$ cat config.mk
export PLATFORM = sky130hd
export DESIGN_NAME = scgs_mac
export DESIGN_NICKNAME = d
export VERILOG_FILES = /design/src/rtl/scgs_pkg.sv /design/src/rtl/scgs_mac.sv
export SDC_FILE = /design/constraint.sdc
export NUM_CORES = 1
export LEC_CHECK = 0
export BUFFER_PORTS_ARGS = -buffer_cell sky130_fd_sc_hd__buf_2
export CORE_MARGIN = 1.5
export CORE_UTILIZATION = 60
export CTS_CLUSTER_DIAMETER = 60
export DETAILED_ROUTE_END_ITERATION = 8
export GPL_ROUTABILITY_DRIVEN = 1
export HOLD_SLACK_MARGIN = 0.03
export PLACE_DENSITY_LB_ADDON = 0.3
export SLEW_MARGIN = 20
export SYNTH_ARGS = -nofsm -noshare
export SYNTH_HDL_FRONTEND = slang
export SYNTH_SLANG_ARGS = --single-unit
$ cat constraint.sdc
create_clock -name clk_i -period 9.4 [get_ports clk_i]
set_input_delay 0.94 -clock clk_i [delete_from_list [all_inputs] [get_ports clk_i]]
set_output_delay 0.94 -clock clk_i [all_outputs]
set_load 0.02 [all_outputs]
$ cat src/rtl/scgs_pkg.sv
// Package for the subgrid-to-grid scatter convolution block.
// Beat types, opcodes and config register indexes. No dependencies.
package scgs_pkg;

  localparam logic [1:0] OP_KWR  = 2'd0;
  localparam logic [1:0] OP_SCAT = 2'd1;
  localparam logic [1:0] OP_GRD  = 2'd2;
  localparam logic [1:0] OP_GWR  = 2'd3;

  localparam logic [2:0] REG_GSX = 3'd0;
  localparam logic [2:0] REG_GSY = 3'd1;
  localparam logic [2:0] REG_GSZ = 3'd2;
  localparam logic [2:0] REG_KSX = 3'd3;
  localparam logic [2:0] REG_KSY = 3'd4;
  localparam logic [2:0] REG_KSZ = 3'd5;
  localparam logic [2:0] REG_SHK = 3'd6;

  typedef struct packed {
    logic [1:0]         op;
    logic [1:0]         batch;
    logic [2:0]         channel;
    logic [3:0]         pos_x;
    logic [3:0]         pos_y;
    logic [3:0]         pos_z;
    logic [3:0]         corner_x;
    logic [3:0]         corner_y;
    logic [3:0]         corner_z;
    logic signed [31:0] value_re;
    logic signed [31:0] value_im;
  } in_beat_t;

  typedef struct packed {
    logic signed [31:0] grid_re;
    logic signed [31:0] grid_im;
  } out_beat_t;

  // multiply-accumulate unit control
  typedef struct packed {
    logic              mul;
    logic signed [15:0] a;
    logic signed [15:0] b;
    logic [1:0]        term;
  } mac_ctl_t;

endpackage

$ cat src/rtl/scgs_mac.sv
// Shared complex MAC unit: one 16x16 product per cycle, four products per tap,
// then round and saturating add into the cell. Depends on scgs_pkg.
module scgs_mac (
  input  logic                clk_i,
  input  logic                rst_ni,
  input  scgs_pkg::mac_ctl_t  ctl_i,
  input  logic signed [31:0]  cell_re_i,
  input  logic signed [31:0]  cell_im_i,
  output logic signed [31:0]  sum_re_o,
  output logic signed [31:0]  sum_im_o
);
  logic signed [31:0] prod_q, prod_d;
  logic signed [33:0] acc_re_q, acc_re_d, acc_im_q, acc_im_d;
  logic [1:0]         term_q;
  logic               pv_q;

  assign prod_d = ctl_i.a * ctl_i.b;

  always_ff @(posedge clk_i or negedge rst_ni) begin
    if (!rst_ni) begin
      pv_q   <= 1'b0;
      term_q <= '0;
    end else begin
      pv_q   <= ctl_i.mul;
      term_q <= ctl_i.term;
    end
  end

  always_ff @(posedge clk_i) begin
    prod_q   <= prod_d;
    acc_re_q <= acc_re_d;
    acc_im_q <= acc_im_d;
  end

  // terms: 0 sr*kr (re), 1 si*ki (re), 2 si*kr (im), 3 sr*ki (im, minus)
  always_comb begin
    acc_re_d = acc_re_q;
    acc_im_d = acc_im_q;
    if (pv_q) begin
      case (term_q)
        2'd0:    acc_re_d = 34'(prod_q);
        2'd1:    acc_re_d = acc_re_q + 34'(prod_q);
        2'd2:    acc_im_d = 34'(prod_q);
        default: acc_im_d = acc_im_q - 34'(prod_q);
      endcase
    end
  end

  function automatic logic signed [31:0] rnd_sat(input logic signed [33:0] p,
                                                 input logic signed [31:0] c);
    logic signed [33:0] r;
    logic signed [34:0] s;
    r = (p + 34'sd16384) >>> 15;
    s = 35'(c) + 35'(r);
    if (s > 35'sd2147483647) rnd_sat = 32'sh7fffffff;
    else if (s < -35'sd2147483648) rnd_sat = 32'sh80000000;
    else rnd_sat = s[31:0];
  endfunction

  assign sum_re_o = rnd_sat(acc_re_q, cell_re_i);
  assign sum_im_o = rnd_sat(acc_im_q, cell_im_i);
endmodule

### After elaboration in Yosys (flattened, before gate mapping)

Cells that the tools add are included.

* output and inout port bits: 64
* input bits: 101
* flip-flop bits (word level): 103

* muxes and demuxes: 6
* multiply operators: 1
* equality and inequality tests: 2
* bitwise logic cells: 1
* magnitude comparators: 4
* reduce and logical (&&, ||, !) cells: 5
* add/sub/neg operators: 6

Operators with widths (count)
* $pmux W34 S2: 2
* $mux W32: 4
* $add A34 B16 Y34 const B: 2
* $add A32 B19 Y33: 2
* $gt A33 B32 Y1 const B: 2
* $lt A33 B32 Y1 const B: 2
* $add A34 B32 Y34: 1
* $sub A34 B32 Y34: 1
* $mul A16 B16 Y32: 1
* $reduce_and A2 Y1: 2
* $eq A2 B1 Y1 const B: 1
* $eq A2 B2 Y1 const B: 1
* $logic_not A2 Y1: 1
* $reduce_bool A2 Y1: 1
* $reduce_or A2 Y1: 1
* $not A1 Y1: 1

### Longest topological paths before layout

Gate-level depths: netlist of the first run.

* word-level depth: 5
* gate-level depth with buffers: 24
* gate-level depth less buffers: 23

### Worst setup path after synthesis of the first run

No wires, ideal clock.

* path kind: input to register
* start: in ctl_i[27] (netlist name)
* end: reg prod_q[31]
* buffers on the path: 1
* slack: 2675 ps
* stages: 21
* arrival: 6604 ps
* data required time: 9280 ps
* library setup time: 120 ps
* cells stage by stage: clkbuf_1 nand2_1 fa_1 inv_1 fa_1 fa_1 fa_1 fa_1 inv_1 fa_1 inv_1 ha_1 a21o_1 a21o_1 a21oi_1 o21ai_0 o41ai_2 o21ai_0 a211oi_1 a21oi_1 xnor2_1

* longest elaborated chain between the ends: 1

RTL lines
* start: declaration: RTL line scgs_mac.sv:6 `input scgs_pkg::mac_ctl_t ctl_i,`
* $mul A16 B16 Y32: RTL line scgs_mac.sv:17 `assign prod_d = ctl_i.a * ctl_i.b;`
* via prod_d[31]: RTL line scgs_mac.sv:12 `logic signed [31:0] prod_q, prod_d;`
* end signal: assignment: RTL line scgs_mac.sv:30 `prod_q <= prod_d;`
* end: declaration: RTL line scgs_mac.sv:12

The timed path passes the listed nets, and every way through them passes these cells.
A chain may end at the register's enable or synchronous reset.

### Worst setup path after layout of the first run

* start: in ctl_i[8] (netlist name)
* end: reg prod_q[31]

The elaborated chain is that of the path after synthesis.

==> results.toml, run 1 <==
[critical_path]
required_ns = 9.65
worstSetupStartpointType = "input pin"
critPathCaptureType = "flip-flop"
cp_top_family = "adder cells"
cp_slowest_cell = "fa_1"
worst_path_most_repeated_cell = "fa_1"
crit_arrival_ns = 7.13
path_max_fanout = 16
max_stage_delay_ns = 0.56
path_cells = "buf_2, and2_1, fa_1, inv_1, fa_1, fa_1, inv_1, fa_1, fa_1, inv_1, fa_1, inv_1, ha_1, a21o_1, a21o_1, a21oi_1, a211oi_1, o41ai_2, o21ai_0, a211oi_1, a21oi_1, xnor2_1"
path_class = "input pin to flip-flop"
crit_buf_inv = 5

[placed_design]
io_buffers = 164
place_inst = 3037
gp_congestion = 0.940
dpl-instance-area_um2 = 22400
hpwlAfterDp_um = 44000

[yosys]
synthFlopType = "edfxtp_1"
ys_seq_elements = 103
netlist_instances = 2484
ys_top_cells_by_area = "fa_1 (25%), ha_1 (13%), edfxtp_1 (9.6%), inv_1 (6.7%), xnor2_1 (4.5%)"
syn_nets = 3065
yosysWarnings = 0
syn_area_per_cell_um2 = 8.54
synth_area_um2 = 21200
synth_edf_count = 68
synth_top_area_frac = 0.251
yosysSeqAreaShare = 0.130
yosysTopAreaCell = "fa_1"
synthArstFlopShare = 0.0291
synth_cell_types = 85

[sta]
tightest_slew_ns = 0.994
fmax_mhz = 145
setup-violations-final = 0
drv_slew = 0
min_period_over_period = 0.732
final.setup.tns_ns = 0
max_slew_margin = 0.337
period_minus_slack_ns = 6.88
skew_ns = 0.0127
rsz0062_at_grt = "false"
hold_violations = 0

[final_layout]
finalNetCount = 3174
regArea_um2 = 2760
final_cell_mix = "inv_1 (380), fa_1 (266), nand2_1 (237), ha_1 (214), a21oi_1 (174)"
stdcell_area_um2 = 22700
final_common_cell = "inv_1"
finalNonFillerCells = 3054
synthToLayoutAreaGrowth_pct = 6.90
drive_gt1_frac = 0.0831
multi_input_area_um2 = 16700
fillers = 2948

[floorplanning]
initial_core_util = 0.611
core_um2 = 34700
dieArea_um2 = 36500
dieWidth_um = 191
num_io_pins = 165
fp.dieH_um = 191
rows = 68

[cts]
clkSlewWorstSetupHoldPaths_ns = 0.07
cts_resized = 0
clk_latency_ns = 0.37
cts_tree = "yes"
numCtsBuffers = 9
ctsHtreeMaxLevel = 3
numClockSinks = 103
root_buffer = "clkbuf_16"
cts_buffer_depth = 2
cts_setup_buffers = 0
cts_hold_buf = 0

[routing]
drt-wirelength-per-cell_um = 17.2
drtAntennaViolNets = 0
routed_wl_um = 52600
drt_iter0_markers = 992
drc_errors = 0
firstDrtPassIters = 8
routed-via-count = 17634
via_per_inst = 5.77

[global_route]
grt_pass1_wl_um = 86000
grt_max_degree = 59
antenna_found_initial = 0
grt_pass1_vias = 17463
groute.usage.overall = 0.294
grt_remaining_overflow = 0

[worst_hold_path]
min_path_type = "input pin to async pin"

[flow_run]
drv_cap = 0

[outcome]
outcome = "finished, final reports clean"
==> cell type report <==
type                       count  area share
antenna                        1    0.000110
clock buffer                  11      0.0121
clock inverter                 5     0.00149
inverter                     380      0.0629
multi-input combinational   1929       0.739
sequential                   103       0.122
tap                          455      0.0251
timing repair buffer         170      0.0382
==> cell families after synthesis <==
logic type               Yosys count  share of synthesized area
AO/OA/AOI/OAI                    578                      0.173
XOR/XNOR                         170                     0.0702
adder cells (fa/ha/maj)          489                      0.382
buffers and inverters            452                     0.0813
flip-flops                       103                      0.130
multiplexers                       2                   0.000944
AND/OR/NAND/NOR                  690                      0.162
==> synth_stat cells, drive strengths merged (15+ instances only) <==
library cell and instances:
nor2 104, or3 16, nand2b 38, nand3 48, o21a 22, a211oi 27
nand4 16, o21bai 15, fa 266, inv 380, clkbuf 62, dfxtp 32
a31oi 20, xnor2 110, a21oi 176, ha 214, a21o 81, o31ai 18
nand2 237, nor3 23, o21ai 142, and2 134, edfxtp 68, xor2 60
and3 27
==> worst reg2reg max path, cell delays in order, from the launching register on <==
cell      delay (ns)
edfxtp_1        0.37
ha_1            0.22
inv_1           0.08
fa_1            0.18
nand2b_1        0.16
a21oi_1         0.12
o31a_1          0.29
o21ai_1         0.35
o211ai_1        0.26
o311ai_1        0.62
nand2_1         0.13
a211oi_1        0.30
o31ai_1         0.10
==> flip-flops by register name, indices dropped and copies added, names as in the netlist <==
signal	cells
pv_q	1
term_q	2
acc_re_q	34
prod_q	32
acc_im_q	34
==> worst paths after layout <==
| kind | end | slack (ns) | cells past startpoint | from |
|---|---|---|---|---|
| max in group asynchronous | pv_q | 8.93 | 1 | rst_ni |
| max | prod_q[31] | 2.52 | 22 | ctl_i[8] |
| min | term_q[0] | 0.37 | 1 | rst_ni |
| min reg2reg | acc_im_q[4] | 0.60 | 2 | prod_q[4] |
| max reg2reg | acc_re_q[30] | 5.94 | 12 | acc_re_q[0] |
| min in group clk_i | acc_im_q[4] | 0.60 | 2 | prod_q[4] |
==> routing by layer <==
metal,part of all wire,global-route usage,wire (µm),vias to the layer above
met1,0.44,0.393,23000,8396
met2,0.47,0.499,24600,600
met4,0.027,0.0921,1420,0
li1,-,-,-,8557
met5,0,0,0,-
met3,0.070,0.0330,3670,81
==> per-stage QoR <==
step,worst slack [ns],util,hold WS (ns)
after detailed placement,2.12,0.644,0.591
after CTS,2.50,0.653,0.358
after global placement,2.20,0.644,0.570
final,2.52,0.653,0.367
after global routing,2.18,0.653,0.357
after floorplan,2.68,-,0.525
Power of run 1 is not shown: default switching activity piles up to over one toggle a cycle in this logic, so the estimate is an artifact.
==> run 2, diff against run 1 <==
- CORE_UTILIZATION: 60 -> 57
- clock period: 9.4 -> 5.6 ns (I/O delays scaled with it)
==> run 2 against run 1 <==
Against the previous run: utilization grew 1.8 points; register-to-register slack lost 3.8 ns; die area grew 5.2%; largest cell class unchanged; critical path depth shrank 3; final cell count grew 5.7%; worst hold slack lost 0.070 ns.
==> results.toml, run 2 (synthesized netlist as in run 1, its figures left out) <==
[outcome]
outcome = "finished, final reports clean"

[sta]
setup-violations-final = 0
period_minus_slack_ns = 5.59
tightest_slew_ns = 1.07
fmax_mhz = 179
drv_slew = 0
max_slew_margin = 0.285
min_period_over_period = 0.998
rsz0062_at_grt = "true"
skew_ns = 0.0193
hold_violations = 0

[placed_design]
io_buffers = 164
hpwlAfterDp_um = 44000
gp_congestion = 0.959
place_inst = 3184

[floorplanning]
rows = 70
dieWidth_um = 196
num_io_pins = 165
dieArea_um2 = 38400
fp.dieH_um = 196
core_um2 = 36600
initial_core_util = 0.580

[routing]
drt-wirelength-per-cell_um = 16.7
drc_errors = 0
drt_iter0_markers = 1044
routed-via-count = 18530
routed_wl_um = 53800
via_per_inst = 5.74
firstDrtPassIters = 6
drtAntennaViolNets = 0

[cts]
clkSlewWorstSetupHoldPaths_ns = 0.08
cts_tree = "yes"
numCtsBuffers = 9
numClockSinks = 103
ctsHtreeMaxLevel = 3
root_buffer = "clkbuf_16"
cts_buffer_depth = 2
clk_latency_ns = 0.36

[global_route]
grt_remaining_overflow = 0
antenna_found_initial = 0
groute.usage.overall = 0.275
grt_pass1_vias = 18531
grt_pass1_wl_um = 86900
grt_max_degree = 59

[critical_path]
path_class = "input pin to flip-flop"
r2r-end = "acc_re_q[28]"
rr_startpoint = "prod_q[0]"
worstSetupStartpointType = "input pin"
critPathCaptureType = "flip-flop"
crit_arrival_ns = 5.84
required_ns = 5.85
rrSetupSlack_ns = 2.13
path_max_fanout = 6
r2r_cells = 12

[final_layout]
final_cell_mix = "inv_1 (359), fa_1 (255), nand2_1 (233), ha_1 (200), buf_4 (166)"
final_common_cell = "inv_1"
diodes = 0
finalNonFillerCells = 3228
drive_gt1_frac = 0.174
fillers = 2893
regArea_um2 = 2760
finalNetCount = 3336
reg_top3 = "acc_im_q: 34 flops, acc_re_q: 34 flops, prod_q: 32 flops"
synthToLayoutAreaGrowth_pct = 15.9
multi_input_area_um2 = 17300

[worst_hold_path]
min-delay-start = "ctl_i[1]"
min_path_type = "input pin to flip-flop"
hold_end = "term_q[1]"
min_path_cells = 1

[flow_run]
drv_cap = 0
-- run 2: layout make-up --
type	count	area share
sequential	103	0.112
timing repair buffer	330	0.0933
multi-input combinational	1931	0.702
clock buffer	10	0.00931
tap	468	0.0238
inverter	380	0.0580
clock inverter	6	0.00178
-- run 2: per-stage QoR --
| stage | util | TNS [ns] | hold slack (ns) | cell area, µm² | setup slack, ns |
|---|---|---|---|---|---|
| floorplan | - | -0.334 | 0.264 | 21500 | -0.166 |
| global placement | 0.645 | -3.86 | 0.354 | 23600 | -0.540 |
| detailed placement | 0.645 | -4.78 | 0.359 | 23600 | -0.660 |
| CTS | 0.660 | -0.124 | 0.293 | 24200 | -0.0729 |
| global route | 0.672 | -2.63 | 0.295 | 24600 | -0.223 |
| finish | 0.672 | 0 | 0.297 | 24600 | 0.00856 |
-- run 2: worst max-delay path by stage --
stage,start,to,slack [ns]
after CTS,ctl_i[14],prod_q[31],-0.07
after floorplan,ctl_i[30],prod_q[31],-0.17
after global placement,ctl_i[8],prod_q[31],-0.54
after detailed placement,ctl_i[8],prod_q[31],-0.66
final,ctl_i[31],prod_q[31],0.009
after global routing,ctl_i[31],prod_q[31],-0.22
-- run 2: timing repair --
item,in CTS,in global routing
pin swaps,33,70
endpoints found under the hold margin,3,0
hold buffers,1,0
endpoints found under the setup margin,31,63
cloned,0,2
buffers inserted,8,18
resized for setup,59,76
-- run 2: worst max-delay path, stage by stage --
cell	delay [ns]
buf_2	0.16
buf_4	0.16
and2_1	0.15
fa_1	0.50
fa_1	0.57
fa_1	0.45
fa_1	0.51
fa_1	0.51
inv_1	0.06
fa_1	0.52
inv_1	0.04
ha_1	0.34
nand3_1	0.21
a211oi_4	0.08
o41ai_4	0.41
o21ai_2	0.11
a211oi_2	0.26
a21oi_2	0.10
xnor2_1	0.13
-- run 2: per-layer routing --
layer / track usage / share of wire / routed length (µm)
met5: 0 / 0 / 0
met4: 0.0789 / 0.027 / 1460
met3: 0.0285 / 0.057 / 3080
met2: 0.487 / 0.48 / 25900
met1: 0.358 / 0.44 / 23500
Power of run 2 is left out for the same reason.
==> run 3, diff against run 2 <==
- PLACE_DENSITY: not set -> 0.79
- PLACE_DENSITY_LB_ADDON: 0.3 -> not set
==> run 3 against run 2 <==
Against the previous run: the run now ends with setup timing left; routed wire length grew 1.7%; final cell count is 0.22% higher; worst hold slack improved by 0.066 ns; critical path type unchanged; utilization increased by 0.13 points; register-to-register slack lost 0.06 ns; non-clock buffer count increased by 7; sequential share of layout area barely moved; die area unchanged.
==> results.toml, run 3 (synthesized netlist as in run 1, its figures left out) <==
[final_layout]
synthToLayoutAreaGrowth_pct = 16.1
fillers = 2831
final_cell_mix = "inv_1 (361), fa_1 (247), nand2_1 (233), ha_1 (203), buf_4 (169)"
finalNonFillerCells = 3235
final_util = 0.673
reg_top3 = "acc_im_q: 34 flops, acc_re_q: 34 flops, prod_q: 32 flops"
drive_gt1_frac = 0.176
final_common_cell = "inv_1"
finalNetCount = 3343
diodes = 0

[critical_path]
path_class = "input pin to flip-flop"
worst_path_most_repeated_cell = "fa_1"
required_ns = 5.83
path_depth = 22
path_max_fanout = 9
critPathCaptureType = "flip-flop"
rrSetupSlack_ns = 2.07
cp_slowest_cell = "fa_2"
crit_buf_inv = 5
path_cells = "buf_8, and2_4, fa_1, inv_1, fa_1, fa_2, inv_2, fa_1, fa_1, inv_2, fa_1, inv_2, ha_4, a21o_1, a21o_1, a21oi_4, a211oi_4, o41ai_4, o21ai_2, a211oi_2, a21oi_1, xnor2_1"
startpoint = "ctl_i[8]"
worstSetupStartpointType = "input pin"
r2r_cells = 12
rr_startpoint = "acc_re_q[0]"
max_stage_delay_ns = 0.54
cp_top_family = "adder cells"
crit_arrival_ns = 5.91

[sta]
rsz0062_at_grt = "true"
max_slew_margin = 0.310
period_minus_slack_ns = 5.68
setup_ws_ns = -0.0757
setup-violations-final = 2
min_period_over_period = 1.01
skew_ns = 0.0169
hold_violations = 0
fmax_mhz = 176
final.setup.tns_ns = -0.135
tightest_slew_ns = 1.03
drv_slew = 0

[routing]
drtAntennaViolNets = 0
firstDrtPassIters = 5
via_per_inst = 5.75
routed-via-count = 18590
drt-wirelength-per-cell_um = 16.9
drt_iter0_markers = 1030
drc_errors = 0
routed_wl_um = 54700

[floorplanning]
core_um2 = 36600
dieArea_um2 = 38400
rows = 70
dieWidth_um = 196
num_io_pins = 165
fp.dieH_um = 196
initial_core_util = 0.580

[placed_design]
gp_congestion = 0.941
preCtsSetupSlack_ns = -0.645
place_inst = 3193
io_buffers = 164
hpwlAfterDp_um = 45400

[global_route]
grt_pass1_vias = 18937
grt_remaining_overflow = 0
grt_max_degree = 59
gr-usage-met2 = 0.514
grt_pass1_wl_um = 89900
antenna_found_initial = 0
use_met1 = 0.365
groute.usage.overall = 0.283
top_usage_layer = "met2"
grtUsageMet3 = 0.0266

[cts]
cts_tree = "yes"
cts_buffer_depth = 2
root_buffer = "clkbuf_16"
clkSlewWorstSetupHoldPaths_ns = 0.07
clk_latency_ns = 0.36
numClockSinks = 103
ctsHtreeMaxLevel = 3
numCtsBuffers = 9

[outcome]
violations = "setup timing"
outcome = "complete, but fails checks"

[worst_hold_path]
min_path_type = "input pin to flip-flop"
min-delay-start = "ctl_i[34]"
min_path_cells = 1

[flow_run]
drv_cap = 0
-- run 3: layout make-up --
class | instances | area (µm²) | area share
inverters | 380 | 1430 | 0.0579
well taps | 468 | 586 | 0.0238
multi-input cells | 1931 | 17200 | 0.698
clock buffers | 9 | 225 | 0.00914
repair buffers | 337 | 2360 | 0.0959
clock inverters | 7 | 73.8 | 0.00300
flip-flops and latches | 103 | 2760 | 0.112
-- run 3: routing by layer --
metal,share of wire,routed length [µm],up-vias
met5,0,0,-
met4,0.023,1260,0
met3,0.057,3130,98
met2,0.49,27000,660
met1,0.43,23400,8930
li1,-,-,8902
-- run 3: path summary, 6_finish.rpt --
kind                                end
min in group asynchronous          pv_q
hold reg to reg             acc_im_q[3]
setup reg to reg           acc_re_q[28]
hold / removal                     pv_q
max in group asynchronous     term_q[0]
setup / recovery             prod_q[31]
-- run 3: through the flow --
stage | cell area, µm² | hold WS, ns
after floorplan | 21500 | 0.264
after global placement | 23700 | 0.366
after detailed placement | 23700 | 0.367
after CTS | 24300 | 0.346
after global routing | 24600 | 0.349
final | 24600 | 0.363
-- run 3: repair_timing --
item | 4_1_cts | 5_1_grt
resized for setup | 68 | 60
setup endpoints to repair | 36 | 72
gates cloned | 0 | 2
buffers inserted | 10 | 14
hold buffers | 1 | 0
endpoints found under the hold margin | 3 | 0
pin swaps | 46 | 32
-- run 3: worst reg2reg max path, cell delays in order, from the launching register on --
cell and delay [ns]:
edfxtp_1 0.38, ha_1 0.22, inv_1 0.07, fa_1 0.19
nand2b_1 0.16, a21oi_1 0.12, o31a_1 0.30, o21ai_1 0.38
o211ai_1 0.26, o311ai_1 0.60, a21boi_1 0.22, nor3_1 0.22
o31ai_1 0.11
Power of run 3 is left out for the same reason.
